`src/design/hce_pkg.sv`:
```
package hce_pkg;

    localparam int MAX_CODE_BITS = 63;
    localparam int DATA_BITS     = 57;
    localparam int CNT_W         = 6;
    localparam int PAR_W         = 6;
    localparam int CFG_IDX_W     = 1;

    localparam logic [CNT_W-1:0] CODE_LENGTH_RST = CNT_W'(7);
    localparam logic [CNT_W-1:0] MSG_LENGTH_RST  = CNT_W'(4);

    typedef enum logic [CFG_IDX_W-1:0] {
        REG_CODE_LENGTH = 1'b0,
        REG_MSG_LENGTH  = 1'b1
    } cfg_reg_t;

    typedef struct packed {
        logic [CNT_W-1:0] code_length;
        logic [CNT_W-1:0] msg_length;
    } cfg_t;

    // After length resolution: raw chunk plus final codeword length
    typedef struct packed {
        logic [DATA_BITS-1:0] data_word;
        logic [CNT_W-1:0]     len;
    } place_t;

    // Data bits scattered onto codeword positions, parity slots zero
    typedef struct packed {
        logic [MAX_CODE_BITS-1:0] word;
        logic [CNT_W-1:0]         len;
    } spread_t;

    typedef struct packed {
        logic [MAX_CODE_BITS-1:0] word;
        logic [PAR_W-1:0]         parity;
        logic [CNT_W-1:0]         len;
    } sum_t;

    typedef struct packed {
        logic [MAX_CODE_BITS-1:0] codeword;
        logic [CNT_W-1:0]         code_count;
    } result_t;

    // Codeword position of the c-th data bit (1-based), 0 for c = 0
    function automatic logic [CNT_W-1:0] data_pos(input logic [CNT_W-1:0] c);
        logic [CNT_W-1:0] p;
        if (c == '0)
            p = '0;
        else if (c <= CNT_W'(1))
            p = c + CNT_W'(2);
        else if (c <= CNT_W'(4))
            p = c + CNT_W'(3);
        else if (c <= CNT_W'(11))
            p = c + CNT_W'(4);
        else if (c <= CNT_W'(26))
            p = c + CNT_W'(5);
        else
            p = c + CNT_W'(6);
        return p;
    endfunction

    function automatic bit is_pow2(input int p);
        return (p != 0) && ((p & (p - 1)) == 0);
    endfunction

    // Data bit index held at non-power-of-two position p
    function automatic int data_index(input int p);
        int k;
        k = 0;
        for (int i = 0; i < PAR_W; i++)
        begin
            if ((1 << i) <= p)
                k = i;
        end
        return p - k - 2;
    endfunction

    // Positions whose number has bit i set
    function automatic logic [MAX_CODE_BITS-1:0] par_mask(input int i);
        logic [MAX_CODE_BITS-1:0] m;
        m = '0;
        for (int p = 1; p <= MAX_CODE_BITS; p++)
        begin
            m[p-1] = ((p >> i) & 1) != 0;
        end
        return m;
    endfunction

endpackage

```
`src/design/hce_if.sv`:
```
interface hce_in_if;
    import hce_pkg::*;

    logic                 valid;
    logic                 ready;
    logic [DATA_BITS-1:0] data_word;
    logic [CNT_W-1:0]     data_count;

    modport source (output valid, output data_word, output data_count, input ready);
    modport sink   (input valid, input data_word, input data_count, output ready);
endinterface

interface hce_out_if;
    import hce_pkg::*;

    logic                     valid;
    logic                     ready;
    logic [MAX_CODE_BITS-1:0] codeword;
    logic [CNT_W-1:0]         code_count;

    modport source (output valid, output codeword, output code_count, input ready);
    modport sink   (input valid, input codeword, input code_count, output ready);
endinterface

```
`src/design/hamming_codeword_encoder_top.sv`:
```
// Hamming codeword encoder: each transaction on in_ch carries up to 57 message
// bits and a count of valid bits; each transaction on out_ch returns one
// codeword (bit 0 = position 1) and its length, with data bits in the
// non-power-of-two positions and parity bit i at position 2^i. The block
// takes one chunk per clock while out_ch is not stalled and returns its codeword
// through four register stages (length resolution, bit placement, parity XOR
// trees, parity insertion into the output register). in_ch.ready follows
// out_ch.ready combinationally through the stage valid bits, so empty stages
// fill even while the output waits. code_length and msg_length are written
// through cfg_we/cfg_index/cfg_wdata and reset to 7 and 4; write them only
// while no transaction is in flight.
module hamming_codeword_encoder_top (
    input  logic                          clk,
    input  logic                          rst_n,
    hce_in_if.sink                        in_ch,
    hce_out_if.source                     out_ch,
    input  logic                          cfg_we,
    input  logic [hce_pkg::CFG_IDX_W-1:0] cfg_index,
    input  logic [hce_pkg::CNT_W-1:0]     cfg_wdata
);
    import hce_pkg::*;

    // Configuration registers
    logic [CNT_W-1:0] code_length_reg;
    logic [CNT_W-1:0] msg_length_reg;
    cfg_t             cfg;

    // Stage-to-stage handshakes and payloads
    logic    s1_valid, s1_ready;
    logic    s2_valid, s2_ready;
    logic    s3_valid, s3_ready;
    place_t  s1_data;
    spread_t s2_data;
    sum_t    s3_data;
    result_t out_data;

    // Take a register write whenever the enable is high
    always_ff @(posedge clk or negedge rst_n)
    begin
        if (!rst_n)
        begin
            code_length_reg <= CODE_LENGTH_RST;
            msg_length_reg  <= MSG_LENGTH_RST;
        end
        else if (cfg_we)
        begin
            case (cfg_reg_t'(cfg_index))
                REG_CODE_LENGTH: code_length_reg <= cfg_wdata;
                REG_MSG_LENGTH:  msg_length_reg  <= cfg_wdata;
                default:         ;
            endcase
        end
    end

    always_comb
    begin
        cfg.code_length = code_length_reg;
        cfg.msg_length  = msg_length_reg;
    end

    // Stage 1: clamp the count and fix the codeword length
    hce_len_stage u_len (
        .clk        (clk),
        .rst_n      (rst_n),
        .cfg        (cfg),
        .in_valid   (in_ch.valid),
        .in_ready   (in_ch.ready),
        .data_word  (in_ch.data_word),
        .data_count (in_ch.data_count),
        .out_valid  (s1_valid),
        .out_ready  (s1_ready),
        .out_data   (s1_data)
    );

    // Stage 2: scatter data bits onto codeword positions
    hce_spread_stage u_spread (
        .clk       (clk),
        .rst_n     (rst_n),
        .in_valid  (s1_valid),
        .in_ready  (s1_ready),
        .in_data   (s1_data),
        .out_valid (s2_valid),
        .out_ready (s2_ready),
        .out_data  (s2_data)
    );

    // Stage 3: six parity XOR trees
    hce_parity_stage u_parity (
        .clk       (clk),
        .rst_n     (rst_n),
        .in_valid  (s2_valid),
        .in_ready  (s2_ready),
        .in_data   (s2_data),
        .out_valid (s3_valid),
        .out_ready (s3_ready),
        .out_data  (s3_data)
    );

    // Stage 4: insert parity bits, hold the result for out_ch
    hce_out_stage u_out (
        .clk       (clk),
        .rst_n     (rst_n),
        .in_valid  (s3_valid),
        .in_ready  (s3_ready),
        .in_data   (s3_data),
        .out_valid (out_ch.valid),
        .out_ready (out_ch.ready),
        .out_data  (out_data)
    );

    assign out_ch.codeword   = out_data.codeword;
    assign out_ch.code_count = out_data.code_count;

endmodule

```
`src/design/hce_len_stage.sv`:
```
module hce_len_stage (
    input  logic                           clk,
    input  logic                           rst_n,
    input  hce_pkg::cfg_t                  cfg,
    input  logic                           in_valid,
    output logic                           in_ready,
    input  logic [hce_pkg::DATA_BITS-1:0]  data_word,
    input  logic [hce_pkg::CNT_W-1:0]      data_count,
    output logic                           out_valid,
    input  logic                           out_ready,
    output hce_pkg::place_t                out_data
);
    import hce_pkg::*;

    logic             valid_reg;
    place_t           data_reg;
    place_t           data_next;
    logic [CNT_W-1:0] count;
    logic [CNT_W-1:0] pos_last;

    // Clamp the bit count, then cut the codeword at the last data bit or at n
    always_comb
    begin
        count = data_count;
        if (count > cfg.msg_length)
            count = cfg.msg_length;
        if (count > CNT_W'(DATA_BITS))
            count = CNT_W'(DATA_BITS);
        pos_last            = data_pos(count);
        data_next.data_word = data_word;
        data_next.len       = (pos_last < cfg.code_length) ? pos_last : cfg.code_length;
    end

    assign in_ready  = !valid_reg || out_ready;
    assign out_valid = valid_reg;
    assign out_data  = data_reg;

    always_ff @(posedge clk or negedge rst_n)
    begin
        if (!rst_n)
            valid_reg <= 1'b0;
        else if (in_ready)
            valid_reg <= in_valid;
    end

    always_ff @(posedge clk)
    begin
        if (in_valid && in_ready)
            data_reg <= data_next;
    end

endmodule

```
`src/design/hce_spread_stage.sv`:
```
module hce_spread_stage (
    input  logic             clk,
    input  logic             rst_n,
    input  logic             in_valid,
    output logic             in_ready,
    input  hce_pkg::place_t  in_data,
    output logic             out_valid,
    input  logic             out_ready,
    output hce_pkg::spread_t out_data
);
    import hce_pkg::*;

    logic                     valid_reg;
    spread_t                  data_reg;
    spread_t                  data_next;
    logic [MAX_CODE_BITS-1:0] word;

    // Fixed wiring: each non-power-of-two position takes its data bit,
    // dropped beyond the codeword length
    genvar p;
    generate
        for (p = 1; p <= MAX_CODE_BITS; p++)
        begin : g_pos
            if (is_pow2(p))
            begin : g_par
                assign word[p-1] = 1'b0;
            end
            else
            begin : g_dat
                assign word[p-1] = in_data.data_word[data_index(p)]
                                   & (CNT_W'(p) <= in_data.len);
            end
        end
    endgenerate

    always_comb
    begin
        data_next.word = word;
        data_next.len  = in_data.len;
    end

    assign in_ready  = !valid_reg || out_ready;
    assign out_valid = valid_reg;
    assign out_data  = data_reg;

    always_ff @(posedge clk or negedge rst_n)
    begin
        if (!rst_n)
            valid_reg <= 1'b0;
        else if (in_ready)
            valid_reg <= in_valid;
    end

    always_ff @(posedge clk)
    begin
        if (in_valid && in_ready)
            data_reg <= data_next;
    end

endmodule

```
`src/design/hce_parity_stage.sv`:
```
module hce_parity_stage (
    input  logic             clk,
    input  logic             rst_n,
    input  logic             in_valid,
    output logic             in_ready,
    input  hce_pkg::spread_t in_data,
    output logic             out_valid,
    input  logic             out_ready,
    output hce_pkg::sum_t    out_data
);
    import hce_pkg::*;

    logic valid_reg;
    sum_t data_reg;
    sum_t data_next;

    // Parity bit i: XOR of all set bits whose position has bit i set
    always_comb
    begin
        data_next.word = in_data.word;
        data_next.len  = in_data.len;
        for (int i = 0; i < PAR_W; i++)
        begin
            data_next.parity[i] = ^(in_data.word & par_mask(i));
        end
    end

    assign in_ready  = !valid_reg || out_ready;
    assign out_valid = valid_reg;
    assign out_data  = data_reg;

    always_ff @(posedge clk or negedge rst_n)
    begin
        if (!rst_n)
            valid_reg <= 1'b0;
        else if (in_ready)
            valid_reg <= in_valid;
    end

    always_ff @(posedge clk)
    begin
        if (in_valid && in_ready)
            data_reg <= data_next;
    end

endmodule

```
`src/design/hce_out_stage.sv`:
```
module hce_out_stage (
    input  logic             clk,
    input  logic             rst_n,
    input  logic             in_valid,
    output logic             in_ready,
    input  hce_pkg::sum_t    in_data,
    output logic             out_valid,
    input  logic             out_ready,
    output hce_pkg::result_t out_data
);
    import hce_pkg::*;

    logic    valid_reg;
    result_t data_reg;
    result_t data_next;

    // Insert parity bits, dropping those whose position lies past the codeword end
    always_comb
    begin
        data_next.codeword   = in_data.word;
        data_next.code_count = in_data.len;
        for (int i = 0; i < PAR_W; i++)
        begin
            if (CNT_W'(1 << i) <= in_data.len)
                data_next.codeword[(1 << i) - 1] = in_data.parity[i];
        end
    end

    assign in_ready  = !valid_reg || out_ready;
    assign out_valid = valid_reg;
    assign out_data  = data_reg;

    always_ff @(posedge clk or negedge rst_n)
    begin
        if (!rst_n)
            valid_reg <= 1'b0;
        else if (in_ready)
            valid_reg <= in_valid;
    end

    always_ff @(posedge clk)
    begin
        if (in_valid && in_ready)
            data_reg <= data_next;
    end

endmodule

```
`src/flat_wrapper.sv`:
```
// flat-port wrapper written by rule: the top's interface ports become plain ports
module hamming_codeword_encoder_top_flat import hce_pkg::*;
  (clk, rst_n, cfg_we, cfg_index, cfg_wdata, in_ch_valid, in_ch_data_word, in_ch_data_count, in_ch_ready, out_ch_valid, out_ch_codeword, out_ch_code_count, out_ch_ready);
  hce_in_if in_ch_i ();
  hce_out_if out_ch_i ();
  input  logic clk;
  input  logic rst_n;
  input  logic cfg_we;
  input  logic [hce_pkg::CFG_IDX_W-1:0] cfg_index;
  input  logic [hce_pkg::CNT_W-1:0] cfg_wdata;
  input wire logic [$bits(in_ch_i.valid)-1:0] in_ch_valid;
  input wire logic [$bits(in_ch_i.data_word)-1:0] in_ch_data_word;
  input wire logic [$bits(in_ch_i.data_count)-1:0] in_ch_data_count;
  output wire logic [$bits(in_ch_i.ready)-1:0] in_ch_ready;
  output wire logic [$bits(out_ch_i.valid)-1:0] out_ch_valid;
  output wire logic [$bits(out_ch_i.codeword)-1:0] out_ch_codeword;
  output wire logic [$bits(out_ch_i.code_count)-1:0] out_ch_code_count;
  input wire logic [$bits(out_ch_i.ready)-1:0] out_ch_ready;
  assign in_ch_i.valid = in_ch_valid;
  assign in_ch_i.data_word = in_ch_data_word;
  assign in_ch_i.data_count = in_ch_data_count;
  assign in_ch_ready = in_ch_i.ready;
  assign out_ch_valid = out_ch_i.valid;
  assign out_ch_codeword = out_ch_i.codeword;
  assign out_ch_code_count = out_ch_i.code_count;
  assign out_ch_i.ready = out_ch_ready;
  hamming_codeword_encoder_top u_core (.clk(clk), .rst_n(rst_n), .in_ch(in_ch_i), .out_ch(out_ch_i), .cfg_we(cfg_we), .cfg_index(cfg_index), .cfg_wdata(cfg_wdata));
endmodule
```
`config.mk`:
```
export PLATFORM = sky130hd
export DESIGN_NAME = hamming_codeword_encoder_top_flat
export DESIGN_NICKNAME = d
export VERILOG_FILES = /design/src/design/hce_pkg.sv /design/src/design/hce_if.sv /design/src/design/hamming_codeword_encoder_top.sv /design/src/design/hce_len_stage.sv /design/src/design/hce_spread_stage.sv /design/src/design/hce_parity_stage.sv /design/src/design/hce_out_stage.sv /design/src/flat_wrapper.sv
export SDC_FILE = /design/constraint.sdc
export NUM_CORES = 1
export LEC_CHECK = 0
export ABC_AREA = 1
export BUFFER_PORTS_ARGS = -buffer_cell sky130_fd_sc_hd__buf_2
export CORE_UTILIZATION = 50
export CTS_CLUSTER_SIZE = 28
export DETAILED_ROUTE_END_ITERATION = 8
export GPL_TIMING_DRIVEN = 0
export PLACE_DENSITY_LB_ADDON = 0.12
export REMOVE_ABC_BUFFERS = 1
export SKIP_CTS_REPAIR_TIMING = 1
export SLEW_MARGIN = 5
export SYNTH_ARGS = -nofsm -noshare
export SYNTH_HDL_FRONTEND = slang
export SYNTH_SLANG_ARGS = --single-unit
```
`constraint.sdc`:
```
create_clock -name clk -period 4.9 [get_ports clk]
set_input_delay 0.49 -clock clk [delete_from_list [all_inputs] [get_ports clk]]
set_output_delay 0.49 -clock clk [all_outputs]
set_load 0.02 [all_outputs]
```
* Word-level counts from Yosys, hierarchy flattened
Cells that the tools add are included.
** Word-level totals
- Bits in read-only memories :: 0
- Memory bits (writable) :: 0
- Register bits after elaboration :: 280
- Latch bits :: 0
- Memories kept :: 0
** Operators by class
- Magnitude comparators :: 70
- $add $sub $neg :: 5
- Multiply operators :: 0
- Muxes and demuxes :: 8
- Div/mod/pow operators :: 0
- Bitwise gates (word level) :: 58
- Equality and inequality tests :: 0
- Reductions and logical operators :: 21
- Shift operators :: 0
** Operators by type and width (count)
- XOR reduction 63 bit :: 6
- <= comparator 6 bit (first input constant) :: 32
- <= comparator 5 x 6 -> 1 bit (first input constant) :: 16
- bitwise AND 1 bit :: 57
- <= comparator 4 x 6 -> 1 bit (first input constant) :: 8
- 2-to-1 mux 6 bit :: 8
- <= comparator 3 x 6 -> 1 bit (first input constant) :: 4
- adder 6 x 3 -> 6 bit (second input constant) :: 3
- adder 6 x 2 -> 6 bit (second input constant) :: 2
- <= comparator 2 x 6 -> 1 bit (first input constant) :: 2
- greater-than comparator 6 bit :: 1
- greater-than comparator 6 bit (second input constant) :: 1
- <= comparator 1 x 6 -> 1 bit (first input constant) :: 1
- <= comparator 6 x 1 -> 1 bit (second input constant) :: 1
- <= comparator 6 x 3 -> 1 bit (second input constant) :: 1
- <= comparator 6 x 4 -> 1 bit (second input constant) :: 1
- <= comparator 6 x 5 -> 1 bit (second input constant) :: 1
- logical NOT 6 bit :: 1
- less-than comparator 6 bit :: 1
- logical AND 1 bit :: 4
- logical NOT 1 bit :: 4
- logical OR 1 bit :: 4
- AND reduction 2 bit :: 2
- inverter 1 bit :: 1

* Depth between registers and ports, before layout
Gate-level depths: netlist (run 1).
- Depth in word-level cells :: 12
- Gate-level depth with buffers :: 31
- Gate-level depth less buffers :: 31

* Hierarchy
From an unflattened synthesis (run 1), not the netlist that was laid out.
** Unflattened totals
- Cells, all modules :: 1302
- Area total of the unflattened synthesis :: 13548.0 um^2
** Modules (own cells, without submodules)
- hce_parity_stage :: cells an instance 632, times used 1, area each 4862.2 um^2
- hce_len_stage :: cells an instance 248, times used 1, area each 3039.2 um^2
- hce_spread_stage :: cells an instance 269, times used 1, area each 2900.3 um^2
- hce_out_stage :: cells an instance 100, times used 1, area each 2257.2 um^2
- hamming_codeword_encoder_top :: cells an instance 53, times used 1, area each 489.2 um^2

* Least setup slack after synthesis (run 1)
No wires, ideal clock.
- Path kind :: input to register
- Start point :: in in_ch_data_count[5]
- End point :: reg u_core.u_len.data_reg, in the netlist u_core.u_len.out_data[0], data pin
- Setup time :: 0.253 ns
- Path slack :: 0.519 ns
- Stages on the path :: 26
- Data arrival time :: 4.128 ns
- Cell sequence :: ha_1 -> a21oi_1 -> nand3_4 -> nand2_4 -> nand2_1 -> o21ai_2 -> nand2_1 -> nand3_4 -> inv_1 -> nor2_1 -> inv_1 -> ha_1 -> o21ai_2 -> inv_1 -> nand2_1 -> nand2_1 -> inv_1 -> nand2_1 -> a21oi_1 -> ha_1 -> a21oi_1 -> nor2_1 -> a211oi_1 -> nand2_4 -> nand2_1 -> nand2_1
** RTL lines
- from (decl) :: RTL line flat_wrapper.sv:13 : input wire logic [$bits(in_ch_i.data_count)-1:0] in_ch_data_count;
- to (signal assigned) :: RTL line hce_len_stage.sv:49 : data_reg <= data_next;
- to (decl) :: RTL line hce_len_stage.sv:16 : place_t data_reg;

==> results.toml, run 1 <==
[final_layout]
final_common_cell = "edfxtp_1"
layout-drive-gt1-share = 0.233
layout.nets = 1095
mostFrequentLayoutCells = "264 x edfxtp_1, 145 x buf_2, 103 x nand2_1, 95 x inv_1, 93 x xnor2_1"
antennaDiodeCount = 0
syn2layout_area_growth_pct = 18.7

[timing]
final.setup.tns_ps = 0
setup_viol = 0
max-slew-margin-rel = 0.493
max_freq_ghz = 0.221
fin_crit_ps = 4530
rsz0062_at_grt = "no"
min_period_over_period = 0.925
worst_slew_pin_slew_ps = 760
clock-skew-final_ps = 20.0
hold_viol_final = 0
slew_violations = 0

[hold_path]
holdPathStages = 1
min_to = "u_core.u_len.out_data[27]$_DFFE_PP_"
hold_path_startpoint = "in_ch_data_word[21]"
min_path_type = "in2reg"

[synthesis]
synth_cell_type_count = 40
synth_top_family_by_area = "XOR/XNOR gates"
synth.largest_area_cell = "edfxtp_1"
netlist.area_leader.share = 0.682
syn_area_mm2 = 0.0116
ys_warn_count = 0
syn_inst = 826
synthAdderAreaFrac = 0.0194
yosys_register_bits = 280
synthSimpleGateAreaFrac = 0.0888
avgSynthCellArea_um2 = 14.1
yosys-top-cells-area = "edfxtp_1 68%, xnor2_1 7.0%, nand2_1 3.3%"
yosys-mux-area-fraction = 0
synth_compound_area_frac = 0.0395
synthXorXnorAreaFrac = 0.101
yosysSeqAreaShare = 0.717

[pwr]
p_sw_frac = 0.324
total_power_uw = 8290
seqPwrFrac = 0.431
vdd_drop_max_mv = 0.300
switchingPower_uw = 2680
p_per_area_mw_per_mm2 = 601
combinationalPowerShare = 0.313
clock_power_share = 0.256
p_int_uw = 5610
p_leak_uw = 0.00559

[die]
die_h_um = 154
die-area_mm2 = 0.0239
fp.dieW_um = 154
io_pins = 146
fp.coreArea_mm2 = 0.0227
rows = 55
initial_core_util = 0.512

[setup_path]
cp_slowest_cell = "dfstp_2"
reg2reg_depth = 28
critPathArrivalTime_ps = 4810
cp.required_ps = 5180
timing.critical_path.mode_cell = "nand2_1"
path_max_fanout = 9
path_class = "reg2reg"
r2r_slack_ps = 370
cp-start-kind = "flip-flop"
r2r_end = "u_core.u_len.out_data[4]$_DFFE_PP_"
max_stage_delay_ps = 560
reg2reg_from = "u_core.msg_length_reg[2]$_DFFE_PN1P_"
cp-end-kind = "flip-flop"

[route]
drtAntennaViolNets = 0
vias_per_cell = 4.87
drt_iter0_drc = 362
routedWlPerCell_um = 16.7
routed_wirelength_um = 21900
dr.pass1.iters = 5
remaining_drc_errors = 0
vias = 6374

[clock_tree]
clock_path_buffers = 3
htreeDepth = 1
clkLatencyLatePin_ps = 540
tritoncts = "built"
cts.clk_slew.worst_paths_ps = 60
cts_buffers = 28
numClockSinks = 280
root_buffer = "clkbuf_16"

[grt]
grt_busiest_layer = "met2"
first_global_vias = 6370
grt_overflow = 0
use_met2 = 0.321
grtUsageMet3 = 0.0255
grtUsageTotal = 0.187
grt_max_degree = 49
grt_pass1_wl_um = 33900
met1_usage = 0.248
antenna_found_initial = 0

[placed_design]
io_buffer_count = 145
hpwl_um = 15800
gp_congestion = 0.816

[status]
status = "completed"

[flow_run]
drv_cap = 0
power by group through the flow:
| stage | clock network (uW) | logic, uW | registers [uW] |
|---|---|---|---|
| after CTS | 2160 | 2610 | 3580 |
| after global placement | 0 | 2530 | 3640 |
| final | 2120 | 2600 | 3570 |
| after floorplan | 0 | 1840 | 3650 |
| after detailed placement | 0 | 2600 | 3620 |
| after global routing | 2260 | 2860 | 3620 |
logic make-up after synthesis:
logic type,Yosys count
simple gates,217
fa+ha+maj,18
buf+inv,107
flops,280
xor+xnor,134
compound gates,70
critical path: cells and delay by family, from the launching register on:
kind | cells | cell delay (ps)
AND/OR/NAND/NOR | 15 | 1360
AO/OA/AOI/OAI | 5 | 1170
flip-flops | 1 | 560
adder cells (fa/ha/maj) | 3 | 820
buffers and inverters | 5 | 370
through the flow:
stage / instances / worst slack (ps) / cell area (um2) / hold slack (ps) / utilization
2_1_floorplan: 819 / 519 / 11600 / 194 / -
3_3_place_gp: 1249 / -670 / 12700 / 402 / 0.558
3_5_place_dp: 1255 / -246 / 12800 / 405 / 0.565
4_1_cts: 1307 / -165 / 13800 / -149 / 0.606
5_1_grt: 1309 / 16.9 / 13800 / 106 / 0.608
6_report: 1309 / 369 / 13800 / 125 / 0.608
synthesized netlist by cell type (all sizes together):
master   instances
xnor2           93
edfxtp         264
a21boi          10
o21a             4
a311oi           1
nand2          118
o21ai           25
xor2            41
clkbuf           7
nand4            3
a21oi           13
a211oi           3
clkinv           1
a31oi            1
ha              18
o211ai           5
o31a             1
or2              1
nor2            57
a2bb2oi          1
and3             4
o211a            5
nor3             2
nand3           27
o311a            1
dfrtp           12
nor4b            1
inv             99
nor3b            4
dfstp            4
worst max path at each step:
stage	cells after the start	startpoint	end
after floorplan	26	in_ch_data_count[5]	u_core.u_len.out_data[0]$_DFFE_PP_
after global placement	3	out_ch_ready	u_core.u_out.out_data[40]$_DFFE_PP_
after detailed placement	27	in_ch_data_count[5]	u_core.u_len.out_data[5]$_DFFE_PP_
after CTS	28	u_core.msg_length_reg[2]$_DFFE_PN1P_	u_core.u_len.out_data[4]$_DFFE_PP_
after global routing	29	u_core.msg_length_reg[2]$_DFFE_PN1P_	u_core.u_len.out_data[4]$_DFFE_PP_
final	28	u_core.msg_length_reg[2]$_DFFE_PN1P_	u_core.u_len.out_data[4]$_DFFE_PP_
layout make-up:
class / instances / area [um2]
Clock buffer: 35 / 788
Clock inverter: 17 / 146
Fill cell: 1791 / 8910
Inverter: 100 / 378
Multi-Input combinational cell: 439 / 2920
Sequential cell: 280 / 8330
Tap cell: 285 / 357
Timing Repair Buffer: 153 / 878
layer usage:
metal,share of wire,wire length [um]
met2,0.49,10600
met4,0.026,572
met1,0.44,9550
met5,0,0
met3,0.053,1150
Note: power is estimated with default switching activity, not from simulation.
==> run 2, diff against run 1 <==
==> constraint.sdc (replaced) <==
create_clock -name clk -period 4.9 [get_ports clk]
set_input_delay 0.735 -clock clk [delete_from_list [all_inputs] [get_ports clk]]
set_output_delay 0.735 -clock clk [all_outputs]
set_load 0.02 [all_outputs]
==> results.toml, run 2 (synthesis gave the netlist of run 1 again) <==
[pwr]
switchingPower_uw = 2680
p_leak_uw = 0.00558
clock_power_share = 0.256
p_int_uw = 5610
combinationalPowerShare = 0.313
p_sw_frac = 0.324
vdd_drop_max_mv = 0.299
seqPwrFrac = 0.431
total_power_uw = 8290
p_per_area_mw_per_mm2 = 601

[grt]
grtUsageTotal = 0.187
grt_overflow = 0
use_met2 = 0.321
grt_busiest_layer = "met2"
grt_max_degree = 49
grt_pass1_wl_um = 33900
grtUsageMet3 = 0.0255
met1_usage = 0.248
first_global_vias = 6370
antenna_found_initial = 0

[timing]
fin_crit_ps = 4530
slew_violations = 0
worst_slew_pin_slew_ps = 760
whs_ps = 109
max-slew-margin-rel = 0.493
hold_viol_final = 0
rsz0062_at_grt = "no"
setup_viol = 0
min_period_over_period = 0.925
max_freq_ghz = 0.221
final.setup.tns_ps = 0
clock-skew-final_ps = 20.0

[route]
routed_wirelength_um = 21800
vias_per_cell = 4.87
vias = 6369
dr.pass1.iters = 5
routedWlPerCell_um = 16.7
remaining_drc_errors = 0
drtAntennaViolNets = 0
drt_iter0_drc = 363

[placed_design]
hpwl_um = 15800
gp_congestion = 0.816
io_buffer_count = 145
dp_cells = 1255

[final_layout]
mostFrequentLayoutCells = "264 x edfxtp_1, 145 x buf_2, 103 x nand2_1, 95 x inv_1, 93 x xnor2_1"
layout.nets = 1094
final_common_cell = "edfxtp_1"
layout-drive-gt1-share = 0.234
instances_no_fill = 1308
antennaDiodeCount = 0
syn2layout_area_growth_pct = 18.6

[status]
status = "completed"

[setup_path]
r2r_slack_ps = 370
reg2reg_depth = 28
max_stage_delay_ps = 560
path_max_fanout = 9
path_class = "reg2reg"
critPathArrivalTime_ps = 4810
timing.critical_path.mode_cell = "nand2_1"
cp-start-kind = "flip-flop"
cp_slowest_cell = "dfstp_2"
r2r_end = "u_core.u_len.out_data[4]$_DFFE_PP_"
cp-end-kind = "flip-flop"
reg2reg_from = "u_core.msg_length_reg[2]$_DFFE_PN1P_"
cp.required_ps = 5180

[die]
die-area_mm2 = 0.0239
io_pins = 146
die_h_um = 154
fp.coreArea_mm2 = 0.0227
initial_core_util = 0.512
rows = 55
fp.dieW_um = 154

[clock_tree]
cts.clk_slew.worst_paths_ps = 60
clock_path_buffers = 3
tritoncts = "built"
root_buffer = "clkbuf_16"
numClockSinks = 280
htreeDepth = 1
cts_buffers = 28
clkLatencyLatePin_ps = 540

[hold_path]
min_path_type = "in2async"

[flow_run]
drv_cap = 0
## run 2: changes by cell type in the layout (fill, tap and decap cells not counted)
cell           change
dlygate4sd3_1      -1
## run 2: final cells by class
cell class                 instances  area [um2]
tap                              285         357
clock inverter                    17         146
multi-input combinational        439        2920
clock buffer                      35         788
inverter                         100         378
fill                            1793        8920
sequential                       280        8330
timing repair buffer             152         868
## run 2: layer usage
metal  vias up  wire length, um
li1       3176                -
met1      2965             9530
met2       188            10700
met3        40             1060
met4         0              572
met5         -                0
## run 2: how the worst max path moves through the flow
stage / slack (ps) / to / startpoint
3_5_place_dp: -490 / u_core.u_len.out_data[5]$_DFFE_PP_ / in_ch_data_count[5]
6_report: 370 / u_core.u_len.out_data[4]$_DFFE_PP_ / u_core.msg_length_reg[2]$_DFFE_PN1P_
4_1_cts: -160 / u_core.u_len.out_data[4]$_DFFE_PP_ / u_core.msg_length_reg[2]$_DFFE_PN1P_
3_3_place_gp: -910 / u_core.u_out.out_data[40]$_DFFE_PP_ / out_ch_ready
2_1_floorplan: 270 / u_core.u_len.out_data[0]$_DFFE_PP_ / in_ch_data_count[5]
5_1_grt: 20 / u_core.u_len.out_data[4]$_DFFE_PP_ / u_core.msg_length_reg[2]$_DFFE_PN1P_
## run 2: power by group through the flow
stage,logic (uW),clock network (uW),registers (uW)
2_1_floorplan,1840,0,3650
3_3_place_gp,2530,0,3640
3_5_place_dp,2600,0,3620
4_1_cts,2610,2160,3580
5_1_grt,2860,2260,3620
6_report,2600,2120,3570
## run 2: through the flow
step / utilization / instance area, um2 / worst slack, ps
6_report: 0.607 / 13800 / 368
5_1_grt: 0.607 / 13800 / 16.9
4_1_cts: 0.606 / 13800 / -165
3_5_place_dp: 0.565 / 12800 / -491
3_3_place_gp: 0.558 / 12700 / -915
2_1_floorplan: - / 11600 / 274
## run 2: worst max-delay path, delay by kind of cell (launching register included)
family | cells | cell delay, ps
buffers and inverters | 5 | 370
AOI/OAI and AO/OA | 5 | 1170
DFF | 1 | 560
and+or+nand+nor | 15 | 1360
adders and majority gates | 3 | 820
==> run 3, diff against run 2 <==
Settings changed: CORE_UTILIZATION 50 to 58.
Clock period 4.9 ns to 4.65 ns, I/O delays scaled along.
==> results.toml, run 3 (synthesis gave the netlist of run 1 again) <==
[setup_path]
max_stage_delay_ps = 550
cp_slowest_cell = "dfstp_2"
path_max_fanout = 9
critPathArrivalTime_ps = 4650
path_class = "reg2reg"
timing.critical_path.mode_cell = "nand2_1"
cp-end-kind = "flip-flop"
cp-start-kind = "flip-flop"
cp.required_ps = 4910
reg2reg_depth = 29
path_buf_inv = 5
worst-path-stages = 29
crit_family = "simple AND/OR/NAND/NOR gates"

[final_layout]
fillers = 1352
ff_latch_area_mm2 = 0.00833
layout.nets = 1094
final_common_cell = "edfxtp_1"
syn2layout_area_growth_pct = 18.4
multi_input_area_mm2 = 0.00295
layout-drive-gt1-share = 0.230
mostFrequentLayoutCells = "264 x edfxtp_1, 145 x buf_2, 103 x nand2_1, 95 x inv_1, 93 x xnor2_1"
antennaDiodeCount = 0

[route]
drt_iter0_drc = 351
routedWlPerCell_um = 16.1
routed_wirelength_um = 20700
vias_per_cell = 5.02
vias = 6455
remaining_drc_errors = 0
dr.pass1.iters = 5
drtAntennaViolNets = 0

[placed_design]
io_buffer_count = 145
hpwl_um = 14800
gp_congestion = 0.830

[grt]
first_global_vias = 6168
grtUsageTotal = 0.210
grt_pass1_wl_um = 32300
grt_max_degree = 70
antenna_found_initial = 0
grt_overflow = 0

[die]
initial_core_util = 0.595
io_pins = 146
die_h_um = 144
fp.coreArea_mm2 = 0.0195
fp.dieW_um = 144
rows = 51
die-area_mm2 = 0.0206

[pwr]
total_power_uw = 8760
p_per_area_mw_per_mm2 = 636
p_leak_uw = 0.00557
vdd_drop_max_mv = 0.344

[timing]
hold_viol_final = 0
setup_viol = 0
worst_slew_pin_slew_ps = 863
whs_ps = 87.9
max-slew-margin-rel = 0.425
max_freq_ghz = 0.228
fin_crit_ps = 4390
min_period_over_period = 0.943
clock-skew-final_ps = 23.6
slew_violations = 0

[clock_tree]
tritoncts = "built"
root_buffer = "clkbuf_16"
numClockSinks = 280
cts.clk_slew.worst_paths_ps = 60
cts_buffers = 27
clkLatencyLatePin_ps = 530
clock_path_buffers = 3
htreeDepth = 1

[hold_path]
min_path_type = "in2async"

[flow_run]
drv_cap = 0

[status]
status = "completed"
run 3: cell count changes in the layout (fill, tap and decap cells not counted), sizes merged:
cell / change
bufinv: +2
buf: +1
clkbuf: +1
clkinvlp: -2
clkinv: -4
run 3: worst paths after layout:
| path | slack [ps] | from | end |
|---|---|---|---|
| worst min-delay path | 90 | rst_n | u_core.u_out.out_valid$_DFFE_PN0P_ |
| worst max-delay path | 260 | u_core.msg_length_reg[2]$_DFFE_PN1P_ | u_core.u_len.out_data[4]$_DFFE_PP_ |
| worst max register to register | 260 | u_core.msg_length_reg[2]$_DFFE_PN1P_ | u_core.u_len.out_data[4]$_DFFE_PP_ |
| min in group clk | 340 | in_ch_data_word[34] | u_core.u_len.out_data[40]$_DFFE_PP_ |
| max in group asynchronous | 4260 | rst_n | u_core.msg_length_reg[2]$_DFFE_PN1P_ |
| worst min register to register | 410 | u_core.u_parity.out_data[24]$_DFFE_PP_ | u_core.u_out.out_data[18]$_DFFE_PP_ |
run 3: where the power goes:
part | switching (uW) | total [uW] | internal, uW | leakage [uW]
clock network | 880 | 2230 | 1350 | 0.000455
registers | 296 | 3760 | 3460 | 0.00278
logic | 1620 | 2770 | 1150 | 0.00234
total | 2800 | 8760 | 5960 | 0.00557
run 3: final cells by class:
type | instances | area share
Clock buffer | 36 | 0.0544
Clock inverter | 13 | 0.0121
Inverter | 100 | 0.0274
Sequential cell | 280 | 0.605
Tap cell | 265 | 0.0241
Timing Repair Buffer | 153 | 0.0627
Multi-Input combinational cell | 439 | 0.214
run 3: through the flow:
step                      area (um2)  utilization  cells  worst slack [ps]  setup TNS (ps)
after floorplan                11600            -    819              61.5               0
after global placement         12700        0.648   1229              -975         -122150
after detailed placement       12800        0.655   1234              -747           -4340
after CTS                      13700        0.702   1283              -444           -2500
after global routing           13800        0.705   1286             -32.1            -119
final                          13800        0.705   1286               264               0
run 3: per-layer routing:
layer | wire length [um] | up-vias | GRT usage
li1 | - | 3182 | -
met1 | 8850 | 3016 | 0.285
met2 | 10200 | 214 | 0.351
met3 | 1110 | 43 | 0.0300
met4 | 582 | 0 | 0.0711
met5 | 0 | - | 0
